**src/sv/free_list_fit_allocator_unit_assert.svh**
```systemverilog
// Assertion macros for the free-list allocator.
// Included by the top level; no other dependencies.
`ifndef FREE_LIST_FIT_ALLOCATOR_UNIT_ASSERT_SVH
`define FREE_LIST_FIT_ALLOCATOR_UNIT_ASSERT_SVH

`ifndef NO_ASSERTIONS
`define FLFA_ASSERT_IMPL(lbl, clk, rstn, ante, cons) \
    lbl: assert property (@(posedge clk) disable iff (!rstn) (ante) |-> (cons)) \
        else $error("allocator assertion failed");
`define FLFA_ASSERT_NEXT(lbl, clk, rstn, ante, cons) \
    lbl: assert property (@(posedge clk) disable iff (!rstn) (ante) |=> (cons)) \
        else $error("allocator assertion failed");
`else
`define FLFA_ASSERT_IMPL(lbl, clk, rstn, ante, cons)
`define FLFA_ASSERT_NEXT(lbl, clk, rstn, ante, cons)
`endif

`endif

```
**src/sv/flfa_pkg.sv**
```systemverilog
// Shared types and codes for the free-list allocator.
// No dependencies.
package flfa_pkg;

    typedef enum logic [1:0] {
        FIT_FIRST,
        FIT_BEST,
        FIT_WORST,
        FIT_NEXT
    } t_fit_mode;

    typedef enum logic [2:0] {
        ST_REUSED,
        ST_GROWN,
        ST_ZERO,
        ST_NOSPACE,
        ST_FREED,
        ST_FREE_ERR
    } t_status;

    typedef enum logic [3:0] {
        S_IDLE,
        S_DECODE,
        S_FREE_RD,
        S_FREE_WB,
        S_SCAN,
        S_BASE_RD,
        S_BASE_WB,
        S_GROW,
        S_RESULT
    } t_state;

    localparam logic OP_ALLOC = 1'b0;
    localparam logic OP_FREE  = 1'b1;

    // compare unit result
    typedef struct packed {
        logic        fits;
        logic        better;
        logic [15:0] surplus;
    } t_cmp_res;

endpackage

```
**src/sv/flfa_ram.sv**
```systemverilog
// Simple dual-port block table memory: one write port, one registered read.
// No dependencies.
module flfa_ram #(
    parameter int DEPTH  = 64,
    parameter int WIDTH  = 16,
    parameter int ADDR_W = $clog2(DEPTH)
) (
    input  logic              i_clk,
    input  logic              i_we,
    input  logic [ADDR_W-1:0] i_waddr,
    input  logic [WIDTH-1:0]  i_wdata,
    input  logic [ADDR_W-1:0] i_raddr,
    output logic [WIDTH-1:0]  o_rdata
);

    logic [WIDTH-1:0] r_mem [DEPTH];
    logic [WIDTH-1:0] r_rdata;

    always_ff @(posedge i_clk) begin
        if (i_we) begin
            r_mem[i_waddr] <= i_wdata;
        end
        r_rdata <= r_mem[i_raddr];
    end

    assign o_rdata = r_rdata;

endmodule

```
**src/sv/flfa_fit_cmp.sv**
```systemverilog
// Shared fit compare unit: checks one table entry against the request
// and against the best candidate so far. Depends on flfa_pkg.
module flfa_fit_cmp (
    input  flfa_pkg::t_fit_mode i_mode,
    input  logic                i_mark,
    input  logic [15:0]         i_size,
    input  logic [15:0]         i_need,
    input  logic                i_found,
    input  logic [15:0]         i_best_surp,
    output flfa_pkg::t_cmp_res  o_res
);

    logic        fits;
    logic [15:0] surplus;
    logic        better;

    always_comb begin
        fits    = i_mark && (i_size >= i_need);
        surplus = i_size - i_need;
        better  = 1'b0;
        if (fits) begin
            case (i_mode)
                flfa_pkg::FIT_BEST:  better = !i_found || (surplus < i_best_surp);
                flfa_pkg::FIT_WORST: better = !i_found || (surplus > i_best_surp);
                default:             better = 1'b1;
            endcase
        end
        o_res = '{fits: fits, better: better, surplus: surplus};
    end

endmodule

```
**src/sv/free_list_fit_allocator_unit.sv**
```systemverilog
// Free-list heap allocator top level: sequencer, block state, config port.
// Depends on flfa_pkg, flfa_ram, flfa_fit_cmp and the assertion header.
//
//  channel   dir  handshake               payload
//  s_axis    in   s_axis_tvalid/tready    tuser: opcode; tdata: request_size, block_id
//  m_axis    out  m_axis_tvalid/tready    tuser: status; tdata: block, offset, size
//  apb       in   psel/penable/pready     fit_mode at byte address 0
//
// Allocate: decode, then one table read per cycle through the shared fit compare
// unit and a drain of the last read, then a base read; first and next fit stop
// at the first hit, a grow skips the base read. Free: decode, table read, write-back.
// Zero size, oversize and unknown-block requests go from decode to the result.
// Reset is synchronous; the block tables need no clearing pass.
// A held result stalls the sequencer in its result state; input waits in idle.
`include "free_list_fit_allocator_unit_assert.svh"

module free_list_fit_allocator_unit #(
    parameter int MAX_BLOCKS   = 64,
    parameter int HEAP_BYTES   = 65536,
    parameter int HEADER_BYTES = 32
) (
    input  logic        i_clk,
    input  logic        i_rst_n,
    // input words
    input  logic        s_axis_tvalid,
    output logic        s_axis_tready,
    input  logic [23:0] s_axis_tdata,   // [15:0] request_size, [21:16] block_id
    input  logic        s_axis_tuser,   // [0] opcode
    // result words
    output logic        m_axis_tvalid,
    input  logic        m_axis_tready,
    output logic [39:0] m_axis_tdata,   // [5:0] granted_block, [21:6] data_offset,
                                        // [37:22] granted_size
    output logic [2:0]  m_axis_tuser,   // [2:0] status
    // config
    input  logic        psel,
    input  logic        penable,
    input  logic        pwrite,
    input  logic [2:0]  paddr,
    input  logic [31:0] pwdata,
    output logic [31:0] prdata,
    output logic        pready
);

    localparam int IDX_W = (MAX_BLOCKS > 1) ? $clog2(MAX_BLOCKS) : 1;
    localparam int CNT_W = $clog2(MAX_BLOCKS + 1);
    localparam int CMP_W = (CNT_W > 6) ? CNT_W : 6;
    localparam int TOP_W = $clog2(HEAP_BYTES + 1);
    localparam int SUM_W = ((TOP_W > 17) ? TOP_W : 17) + 1;

    // control
    flfa_pkg::t_state    r_state, n_state;
    flfa_pkg::t_fit_mode r_fit_mode;
    logic [CNT_W-1:0]    r_count, n_count;
    logic [TOP_W-1:0]    r_top, n_top;
    logic [IDX_W-1:0]    r_cursor, n_cursor;
    logic                r_cur_valid, n_cur_valid;
    logic [MAX_BLOCKS-1:0] r_marks, n_marks;
    logic [CNT_W-1:0]    r_iss, n_iss;
    logic                r_ev_valid, n_ev_valid;
    logic                r_found, n_found;
    logic                r_out_valid, n_out_valid;

    // payload
    logic                r_op, n_op;
    logic [15:0]         r_req, n_req;
    logic [16:0]         r_need, n_need;
    logic [5:0]          r_id, n_id;
    logic [IDX_W-1:0]    r_rd_addr, n_rd_addr;
    logic                r_ev_last, n_ev_last;
    logic [IDX_W-1:0]    r_ev_idx, n_ev_idx;
    logic                r_ev_mark, n_ev_mark;
    logic [IDX_W-1:0]    r_best_idx, n_best_idx;
    logic [15:0]         r_best_size, n_best_size;
    logic [15:0]         r_best_surp, n_best_surp;
    flfa_pkg::t_status   r_res_status, n_res_status;
    logic [5:0]          r_res_block, n_res_block;
    logic [15:0]         r_res_offset, n_res_offset;
    logic [15:0]         r_res_size, n_res_size;
    flfa_pkg::t_status   r_out_status, n_out_status;
    logic [5:0]          r_out_block, n_out_block;
    logic [15:0]         r_out_offset, n_out_offset;
    logic [15:0]         r_out_size, n_out_size;

    logic [15:0]         size_q;
    logic [TOP_W-1:0]    base_q;
    logic                ram_we;
    flfa_pkg::t_cmp_res  cmp;

    logic               accept, out_free, cfg_wr;
    logic               id_bad, grow_ok, issue_en, addr_wrap;
    logic               hit, early, scan_done, sel_found;
    logic [IDX_W-1:0]   sel_idx, start_idx, id_idx, cnt_idx;
    logic [SUM_W-1:0]   grow_sum;
    logic [15:0]        q_offset;

    assign accept   = s_axis_tvalid && s_axis_tready;
    assign out_free = !r_out_valid || m_axis_tready;
    assign cfg_wr   = psel && penable && pwrite && pready;

    assign s_axis_tready = (r_state == flfa_pkg::S_IDLE);
    assign m_axis_tvalid = r_out_valid;
    assign m_axis_tuser  = r_out_status;
    assign m_axis_tdata  = {2'b00, r_out_size, r_out_offset, r_out_block};
    assign pready        = 1'b1;
    assign prdata        = paddr[2] ? 32'd0 : 32'(r_fit_mode);

    // decode helpers
    assign id_bad   = CMP_W'(r_id) >= CMP_W'(r_count);
    assign id_idx   = IDX_W'(r_id);
    assign cnt_idx  = IDX_W'(r_count);
    assign grow_sum = SUM_W'(r_top) + SUM_W'(HEADER_BYTES) + SUM_W'(r_need);
    assign grow_ok  = (r_count < CNT_W'(MAX_BLOCKS)) && (grow_sum <= SUM_W'(HEAP_BYTES));
    assign start_idx = (r_fit_mode == flfa_pkg::FIT_NEXT && r_cur_valid &&
                        CNT_W'(r_cursor) < r_count) ? r_cursor : '0;
    assign q_offset = 16'(SUM_W'(base_q) + SUM_W'(HEADER_BYTES));

    // scan pipeline: issue a table read, evaluate it in the next cycle
    assign issue_en  = (r_state == flfa_pkg::S_SCAN) && (r_iss < r_count);
    assign addr_wrap = (CNT_W'(r_rd_addr) == r_count - 1'b1);
    assign hit       = r_ev_valid && cmp.better;
    assign early     = hit && (r_fit_mode == flfa_pkg::FIT_FIRST ||
                               r_fit_mode == flfa_pkg::FIT_NEXT);
    assign scan_done = r_ev_valid && (early || r_ev_last);
    assign sel_found = hit || r_found;
    assign sel_idx   = hit ? r_ev_idx : r_best_idx;

    assign ram_we = (r_state == flfa_pkg::S_GROW) && grow_ok;

    flfa_ram #(.DEPTH(MAX_BLOCKS), .WIDTH(16), .ADDR_W(IDX_W)) u_size_ram (
        .i_clk   (i_clk),
        .i_we    (ram_we),
        .i_waddr (cnt_idx),
        .i_wdata (r_need[15:0]),
        .i_raddr (r_rd_addr),
        .o_rdata (size_q)
    );

    flfa_ram #(.DEPTH(MAX_BLOCKS), .WIDTH(TOP_W), .ADDR_W(IDX_W)) u_base_ram (
        .i_clk   (i_clk),
        .i_we    (ram_we),
        .i_waddr (cnt_idx),
        .i_wdata (r_top),
        .i_raddr (r_rd_addr),
        .o_rdata (base_q)
    );

    flfa_fit_cmp u_cmp (
        .i_mode      (r_fit_mode),
        .i_mark      (r_ev_mark),
        .i_size      (size_q),
        .i_need      (r_need[15:0]),
        .i_found     (r_found),
        .i_best_surp (r_best_surp),
        .o_res       (cmp)
    );

    // next state
    always_comb begin
        n_state = r_state;
        case (r_state)
            flfa_pkg::S_IDLE: begin
                if (accept) n_state = flfa_pkg::S_DECODE;
            end
            flfa_pkg::S_DECODE: begin
                if (r_op == flfa_pkg::OP_FREE) begin
                    n_state = id_bad ? flfa_pkg::S_RESULT : flfa_pkg::S_FREE_RD;
                end else if (r_req == 16'd0 || r_need[16]) begin
                    n_state = flfa_pkg::S_RESULT;
                end else if (r_count == '0) begin
                    n_state = flfa_pkg::S_GROW;
                end else begin
                    n_state = flfa_pkg::S_SCAN;
                end
            end
            flfa_pkg::S_FREE_RD: n_state = flfa_pkg::S_FREE_WB;
            flfa_pkg::S_FREE_WB: n_state = flfa_pkg::S_RESULT;
            flfa_pkg::S_SCAN: begin
                if (scan_done) n_state = sel_found ? flfa_pkg::S_BASE_RD : flfa_pkg::S_GROW;
            end
            flfa_pkg::S_BASE_RD: n_state = flfa_pkg::S_BASE_WB;
            flfa_pkg::S_BASE_WB: n_state = flfa_pkg::S_RESULT;
            flfa_pkg::S_GROW:    n_state = flfa_pkg::S_RESULT;
            flfa_pkg::S_RESULT: begin
                if (out_free) n_state = flfa_pkg::S_IDLE;
            end
            default: n_state = flfa_pkg::S_IDLE;
        endcase
    end

    // datapath and outputs
    always_comb begin
        n_count      = r_count;
        n_top        = r_top;
        n_cursor     = r_cursor;
        n_cur_valid  = r_cur_valid;
        n_marks      = r_marks;
        n_iss        = r_iss;
        n_ev_valid   = issue_en;
        n_found      = r_found;
        n_out_valid  = r_out_valid && !m_axis_tready;
        n_op         = r_op;
        n_req        = r_req;
        n_need       = r_need;
        n_id         = r_id;
        n_rd_addr    = r_rd_addr;
        n_ev_last    = r_ev_last;
        n_ev_idx     = r_ev_idx;
        n_ev_mark    = r_ev_mark;
        n_best_idx   = r_best_idx;
        n_best_size  = r_best_size;
        n_best_surp  = r_best_surp;
        n_res_status = r_res_status;
        n_res_block  = r_res_block;
        n_res_offset = r_res_offset;
        n_res_size   = r_res_size;
        n_out_status = r_out_status;
        n_out_block  = r_out_block;
        n_out_offset = r_out_offset;
        n_out_size   = r_out_size;
        case (r_state)
            flfa_pkg::S_IDLE: begin
                if (accept) begin
                    n_op   = s_axis_tuser;
                    n_req  = s_axis_tdata[15:0];
                    n_id   = s_axis_tdata[21:16];
                    // round up to a multiple of 4; bit 16 flags oversize
                    n_need = (17'(s_axis_tdata[15:0]) + 17'd3) & ~17'd3;
                end
            end
            flfa_pkg::S_DECODE: begin
                n_res_block  = 6'd0;
                n_res_offset = 16'd0;
                n_res_size   = 16'd0;
                n_rd_addr    = start_idx;
                n_iss        = '0;
                n_found      = 1'b0;
                if (r_op == flfa_pkg::OP_FREE) begin
                    n_res_status = flfa_pkg::ST_FREE_ERR;
                    n_res_block  = r_id;
                    n_rd_addr    = id_idx;
                end else if (r_req == 16'd0) begin
                    n_res_status = flfa_pkg::ST_ZERO;
                end else if (r_need[16]) begin
                    n_res_status = flfa_pkg::ST_NOSPACE;
                end else if (r_count == '0 && r_fit_mode == flfa_pkg::FIT_NEXT) begin
                    n_cursor    = '0;
                    n_cur_valid = 1'b0;
                end
            end
            flfa_pkg::S_FREE_WB: begin
                n_res_status = r_marks[id_idx] ? flfa_pkg::ST_FREE_ERR : flfa_pkg::ST_FREED;
                n_res_block  = r_id;
                n_res_offset = q_offset;
                n_res_size   = size_q;
                n_marks[id_idx] = 1'b1;
            end
            flfa_pkg::S_SCAN: begin
                if (issue_en) begin
                    n_rd_addr = addr_wrap ? '0 : r_rd_addr + 1'b1;
                    n_iss     = r_iss + 1'b1;
                    n_ev_idx  = r_rd_addr;
                    n_ev_mark = r_marks[r_rd_addr];
                    n_ev_last = (r_iss == r_count - 1'b1);
                end
                if (hit) begin
                    n_found     = 1'b1;
                    n_best_idx  = r_ev_idx;
                    n_best_size = size_q;
                    n_best_surp = cmp.surplus;
                end
                if (scan_done) begin
                    n_ev_valid = 1'b0;
                    n_rd_addr  = sel_idx;
                    if (r_fit_mode == flfa_pkg::FIT_NEXT) begin
                        n_cursor    = sel_found ? sel_idx : '0;
                        n_cur_valid = sel_found;
                    end
                end
            end
            flfa_pkg::S_BASE_WB: begin
                n_marks[r_best_idx] = 1'b0;
                n_res_status = flfa_pkg::ST_REUSED;
                n_res_block  = 6'(r_best_idx);
                n_res_offset = q_offset;
                n_res_size   = r_best_size;
            end
            flfa_pkg::S_GROW: begin
                if (grow_ok) begin
                    n_marks[cnt_idx] = 1'b0;
                    n_count      = r_count + 1'b1;
                    n_top        = TOP_W'(grow_sum);
                    n_res_status = flfa_pkg::ST_GROWN;
                    n_res_block  = 6'(r_count);
                    n_res_offset = 16'(SUM_W'(r_top) + SUM_W'(HEADER_BYTES));
                    n_res_size   = r_need[15:0];
                end else begin
                    n_res_status = flfa_pkg::ST_NOSPACE;
                    n_res_block  = 6'd0;
                    n_res_offset = 16'd0;
                    n_res_size   = 16'd0;
                end
            end
            flfa_pkg::S_RESULT: begin
                if (out_free) begin
                    n_out_valid  = 1'b1;
                    n_out_status = r_res_status;
                    n_out_block  = r_res_block;
                    n_out_offset = r_res_offset;
                    n_out_size   = r_res_size;
                end
            end
            default: ;
        endcase
    end

    always_ff @(posedge i_clk) begin
        if (!i_rst_n) begin
            r_state     <= flfa_pkg::S_IDLE;
            r_fit_mode  <= flfa_pkg::FIT_FIRST;
            r_count     <= '0;
            r_top       <= '0;
            r_cursor    <= '0;
            r_cur_valid <= 1'b0;
            r_marks     <= '0;
            r_iss       <= '0;
            r_ev_valid  <= 1'b0;
            r_found     <= 1'b0;
            r_out_valid <= 1'b0;
        end else begin
            r_state     <= n_state;
            if (cfg_wr && !paddr[2]) begin
                r_fit_mode <= flfa_pkg::t_fit_mode'(pwdata[1:0]);
            end
            r_count     <= n_count;
            r_top       <= n_top;
            r_cursor    <= n_cursor;
            r_cur_valid <= n_cur_valid;
            r_marks     <= n_marks;
            r_iss       <= n_iss;
            r_ev_valid  <= n_ev_valid;
            r_found     <= n_found;
            r_out_valid <= n_out_valid;
        end
    end

    always_ff @(posedge i_clk) begin
        r_op         <= n_op;
        r_req        <= n_req;
        r_need       <= n_need;
        r_id         <= n_id;
        r_rd_addr    <= n_rd_addr;
        r_ev_last    <= n_ev_last;
        r_ev_idx     <= n_ev_idx;
        r_ev_mark    <= n_ev_mark;
        r_best_idx   <= n_best_idx;
        r_best_size  <= n_best_size;
        r_best_surp  <= n_best_surp;
        r_res_status <= n_res_status;
        r_res_block  <= n_res_block;
        r_res_offset <= n_res_offset;
        r_res_size   <= n_res_size;
        r_out_status <= n_out_status;
        r_out_block  <= n_out_block;
        r_out_offset <= n_out_offset;
        r_out_size   <= n_out_size;
    end

    `FLFA_ASSERT_IMPL(a_count_bound, i_clk, i_rst_n, 1'b1, r_count <= CNT_W'(MAX_BLOCKS))
    `FLFA_ASSERT_NEXT(a_grow_count, i_clk, i_rst_n, ram_we, r_count == $past(r_count) + 1'b1)
    `FLFA_ASSERT_NEXT(a_accept_busy, i_clk, i_rst_n, accept,
                      r_state == flfa_pkg::S_DECODE && !s_axis_tready)

endmodule
```
**config.mk**
```make
export PLATFORM = sky130hd
export DESIGN_NAME = free_list_fit_allocator_unit
export DESIGN_NICKNAME = d
export VERILOG_FILES = /design/src/sv/flfa_pkg.sv /design/src/sv/flfa_ram.sv /design/src/sv/flfa_fit_cmp.sv /design/src/sv/free_list_fit_allocator_unit.sv
export VERILOG_INCLUDE_DIRS = /design/src /design/src/sv
export SDC_FILE = /design/constraint.sdc
export NUM_CORES = 2
export LEC_CHECK = 0
export ABC_CLOCK_PERIOD_IN_PS = 9500
export BUFFER_PORTS_ARGS = -buffer_cell sky130_fd_sc_hd__buf_4
export CAP_MARGIN = 5
export CORE_ASPECT_RATIO = 1.75
export CORE_UTILIZATION = 40
export CTS_CLUSTER_SIZE = 28
export DETAILED_ROUTE_END_ITERATION = 7
export SLEW_MARGIN = 5
export SYNTH_ARGS = -nofsm -noshare
export SYNTH_HDL_FRONTEND = slang
export SYNTH_SLANG_ARGS = --single-unit
```
**constraint.sdc**
```tcl
create_clock -name i_clk -period 9.5 [get_ports i_clk]
set_input_delay 0.95 -clock i_clk [delete_from_list [all_inputs] [get_ports i_clk]]
set_output_delay 0.95 -clock i_clk [all_outputs]
set_load 0.02 [all_outputs]
```
==> results.py <==
metrics = {
    "status": {
        "failed_checks": "design-rule violations",
        "status": "complete, but fails checks",
    },
    "floorplanning": {
        "start_util": 0.4022,
        "die_h_um": 611.2,
        "die_w_um": 350.1,
        "fp.coreArea_um2": 210900,
        "die_area_um2": 214000,
        "core.rowCount": 223,
        "pin_count": 145,
    },
    "synth": {
        "ys_types": 79,
        "synth_compound_area_frac": 0.06142,
        "synth_most_common_cell": "edfxtp_1",
        "synth_area_per_cell_um2": 18.16,
        "syn_area_um2": 84840,
        "synth_edf_count": 1952,
        "synth-seq-cells": 2089,
        "synthArstFlopShare": 0,
        "synth_adder_area_share": 0.01080,
        "seq_area_frac_synth": 0.7232,
        "synth_top_family_by_area": "multiplexers",
        "synth_area_leaders": "edfxtp_1, mux4_2, dfxtp_1",
        "synthCells": 4672,
        "synth_xor_area_frac": 0.007020,
        "synth_ff_type": "edfxtp_1",
        "synth_simple_gate_area_frac": 0.03135,
        "synth_mux_area_frac": 0.1464,
        "yosysWarnings": 0,
        "synth_top_cell_area_share": 0.6909,
        "synth_common_cells": "edfxtp_1, mux4_2, mux2i_1",
        "synth_top_area_cell": "edfxtp_1",
    },
    "clock_tree": {
        "cts-resized-gates": 0,
        "cts-root-buf": "clkbuf_16",
        "cts_made_buffers": 189,
        "clock_latency_ps": 870,
        "htree_num_levels": 4,
        "cts_setup_buffers": 0,
        "clockBufferDepth": 4,
        "cts.sinks": 2089,
        "cts_hold_buffers": 0,
        "cts_tree": "yes",
        "cts.clk_slew.worst_paths_ps": 60,
    },
    "final_layout": {
        "n_fill_cell": 18010,
        "fin_nets": 4956,
        "areaGrowthSynthToFinish_pct": 12.44,
        "drive_above_1_share": 0.2210,
    },
    "setup_path": {
        "critPathLaunch": "r_top[5]",
        "cp_top_family": "simple AND/OR/NAND/NOR gates",
        "worstPathArrival_ps": 7370,
        "start_kind": "flip-flop",
        "reg2reg_from": "r_top[5]",
        "critPathMaxFanout": 40,
        "worst_path_max_delay_cell": "nor3_2",
        "worstPathBufferInverterCount": 4,
        "ff2ff_setup_slack_ps": 2580,
        "worstPathRequired_ps": 9950,
        "worstSetupEndpointType": "flip-flop",
        "crit_type": "flip-flop to flip-flop",
        "cpMostUsedCell": "buf_4",
        "crit_chain": "buf_4, ha_1, nand3_1, xnor2_1, ha_1, and4_1, a31oi_1, o311ai_0, nor3_1, o2111ai_1, nor4_1, o21ai_4, buf_4, buf_4, nor3_2, buf_4",
        "critical_path.max_stage_delay_ps": 900,
    },
    "sta": {
        "clock.fmax_mhz": 144.4,
        "rsz0062_at_grt": "false",
        "final.setup.worst_slack_ps": 2576,
        "tightest_slew_ps": 1200,
        "setup_tns_ps": 0,
        "hold_viol_final": 0,
        "post-route-min-period_ps": 6924,
        "period_share": 0.7288,
        "max-slew-margin-rel": 0.1980,
        "finalMaxSlewViolations": 0,
        "setup_violations": 0,
        "skew_ps": 71.34,
    },
    "drt": {
        "vias": 45810,
        "vias_per_cell": 5.886,
        "wirelength_um": 241100,
        "route.detailed.drc": 16,
        "drt.antenna.violating_nets": 0,
        "drt_iter0_drc": 4408,
        "drtPass1Iterations": 8,
        "wire_per_inst_um": 30.98,
    },
    "pwr": {
        "power_density_nw_per_um2": 223.9,
        "p_leak_nw": 30.48,
        "vdd_drop_max_mv": 0.1597,
    },
    "min_path": {
        "min_from": "s_axis_tdata[19]",
        "hold_path_class": "primary input to flip-flop",
    },
    "global_route": {
        "use_met2": 0.3949,
        "grt_pass1_wl_um": 341200,
        "grt_max_degree": 120,
        "grt_overflow_total": 0,
        "grt_pass1_vias": 46420,
        "busiest_layer": "met2",
        "grt_use_met1": 0.2701,
        "antenna_found_initial": 13,
        "met3_usage": 0.02877,
        "grt_usage": 0.2242,
    },
    "placed_design": {
        "gp_congestion": 0.9325,
        "dp_slack_ps": 2647,
        "place_hpwl_um": 144800,
        "port-buffer-count": 73,
    },
    "job": {
        "maxCapViolCount": 0,
    },
}
-- worst reg2reg max path, stage by stage (launching register included) --
cell	delay, ps
dfxtp_2	790
buf_4	500
ha_1	330
nand3_1	110
xnor2_1	180
ha_1	440
and4_1	260
a31oi_1	180
o311ai_0	140
nor3_1	350
o2111ai_1	210
nor4_1	730
o21ai_4	40
buf_4	350
buf_4	430
nor3_2	900
buf_4	570
-- placed cells by master (no fill, tap or decap), drive strengths merged, types with 12 or more instances in the layout --
master | synthesis | final
edfxtp | 1952 | 1952
mux4 | 420 | 420
clkbuf | 171 | 244
buf | 131 | 221
mux2i | 218 | 218
a21oi | 210 | 210
o21ai | 162 | 162
nand2 | 153 | 153
nor2 | 153 | 153
dfxtp | 137 | 137
inv | 92 | 98
o22ai | 97 | 97
o221ai | 93 | 93
ha | 70 | 70
mux2 | 69 | 69
nand3 | 68 | 68
clkinv | 4 | 64
nor3 | 50 | 50
xnor2 | 40 | 40
conb | 2 | 37
a221oi | 33 | 33
xor2 | 28 | 28
nand4 | 26 | 26
a21o | 22 | 22
a211o | 20 | 20
a22oi | 18 | 18
bufinv | 0 | 18
a22o | 15 | 15
and3 | 14 | 14
or3 | 14 | 14
a211oi | 13 | 13
o21a | 13 | 13
nor2b | 12 | 12
nor4 | 12 | 12
-- power breakdown --
group | switching [mW] | internal, mW | leakage [nW]
Combinational | 2.07 | 1.25 | 8.62
Sequential | 0.139 | 10.3 | 19.0
Clock | 3.36 | 4.25 | 2.91
-- path summary, 6_finish.rpt --
| check | to | cells past startpoint |
|---|---|---|
| setup / recovery | u_size_ram.r_mem[47][3] | 16 |
| hold / removal | id_idx[3] | 1 |
| setup reg to reg | u_size_ram.r_mem[47][3] | 16 |
| hold reg to reg | r_out_offset[8] | 0 |
-- kinds of logic after synthesis --
| logic type | Yosys count |
|---|---|
| muxes | 707 |
| AOI/OAI and AO/OA | 776 |
| DFF | 2089 |
| xor gates and xnor gates | 68 |
| and+or+nand+nor | 560 |
| other | 2 |
| adders and majority gates | 72 |
| buffers and inverters | 398 |
-- layer usage --
layer  share of wire  wire length, µm  up-vias
li1                -                -    19320
met1            0.37            89910    24180
met2            0.52           125500     1772
met3           0.056            13520      528
met4           0.051            12210        6
met5         0.00017               41        -
-- layout make-up --
type,count,area (µm²),area share
Sequential cell,2089,61380,0.6434
Timing Repair Buffer,221,1732,0.01815
Clock inverter,90,939.7,0.009850
Tap cell,2812,3518,0.03688
Antenna cell,11,27.53,0.0002886
Multi-Input combinational cell,2220,22390,0.2347
Clock buffer,244,5050,0.05294
Inverter,96,360.3,0.003778
-- sequential cells by signal, indices dropped and copies added, names as in the netlist, 15 cells and up --
signal            count
r_top                15
u_size_ram.r_mem    896
r_marks              64
r_need               15
u_base_ram.r_mem    896
r_req                16
-- stage by stage --
stage / area, µm² / total power, mW / utilization / instances / hold slack, ps
2_1_floorplan: 84970 / 12.72 / - / 4707 / 400.3
3_3_place_gp: 89370 / 13.95 / 0.4237 / 7437 / 403.0
3_5_place_dp: 89370 / 13.98 / 0.4237 / 7437 / 404.5
4_1_cts: 95360 / 21.51 / 0.4521 / 7771 / 218.0
5_1_grt: 95370 / 21.99 / 0.4521 / 7776 / 242.8
6_report: 95390 / 21.36 / 0.4522 / 7783 / 270.6
(Power assumes the default switching activity.)
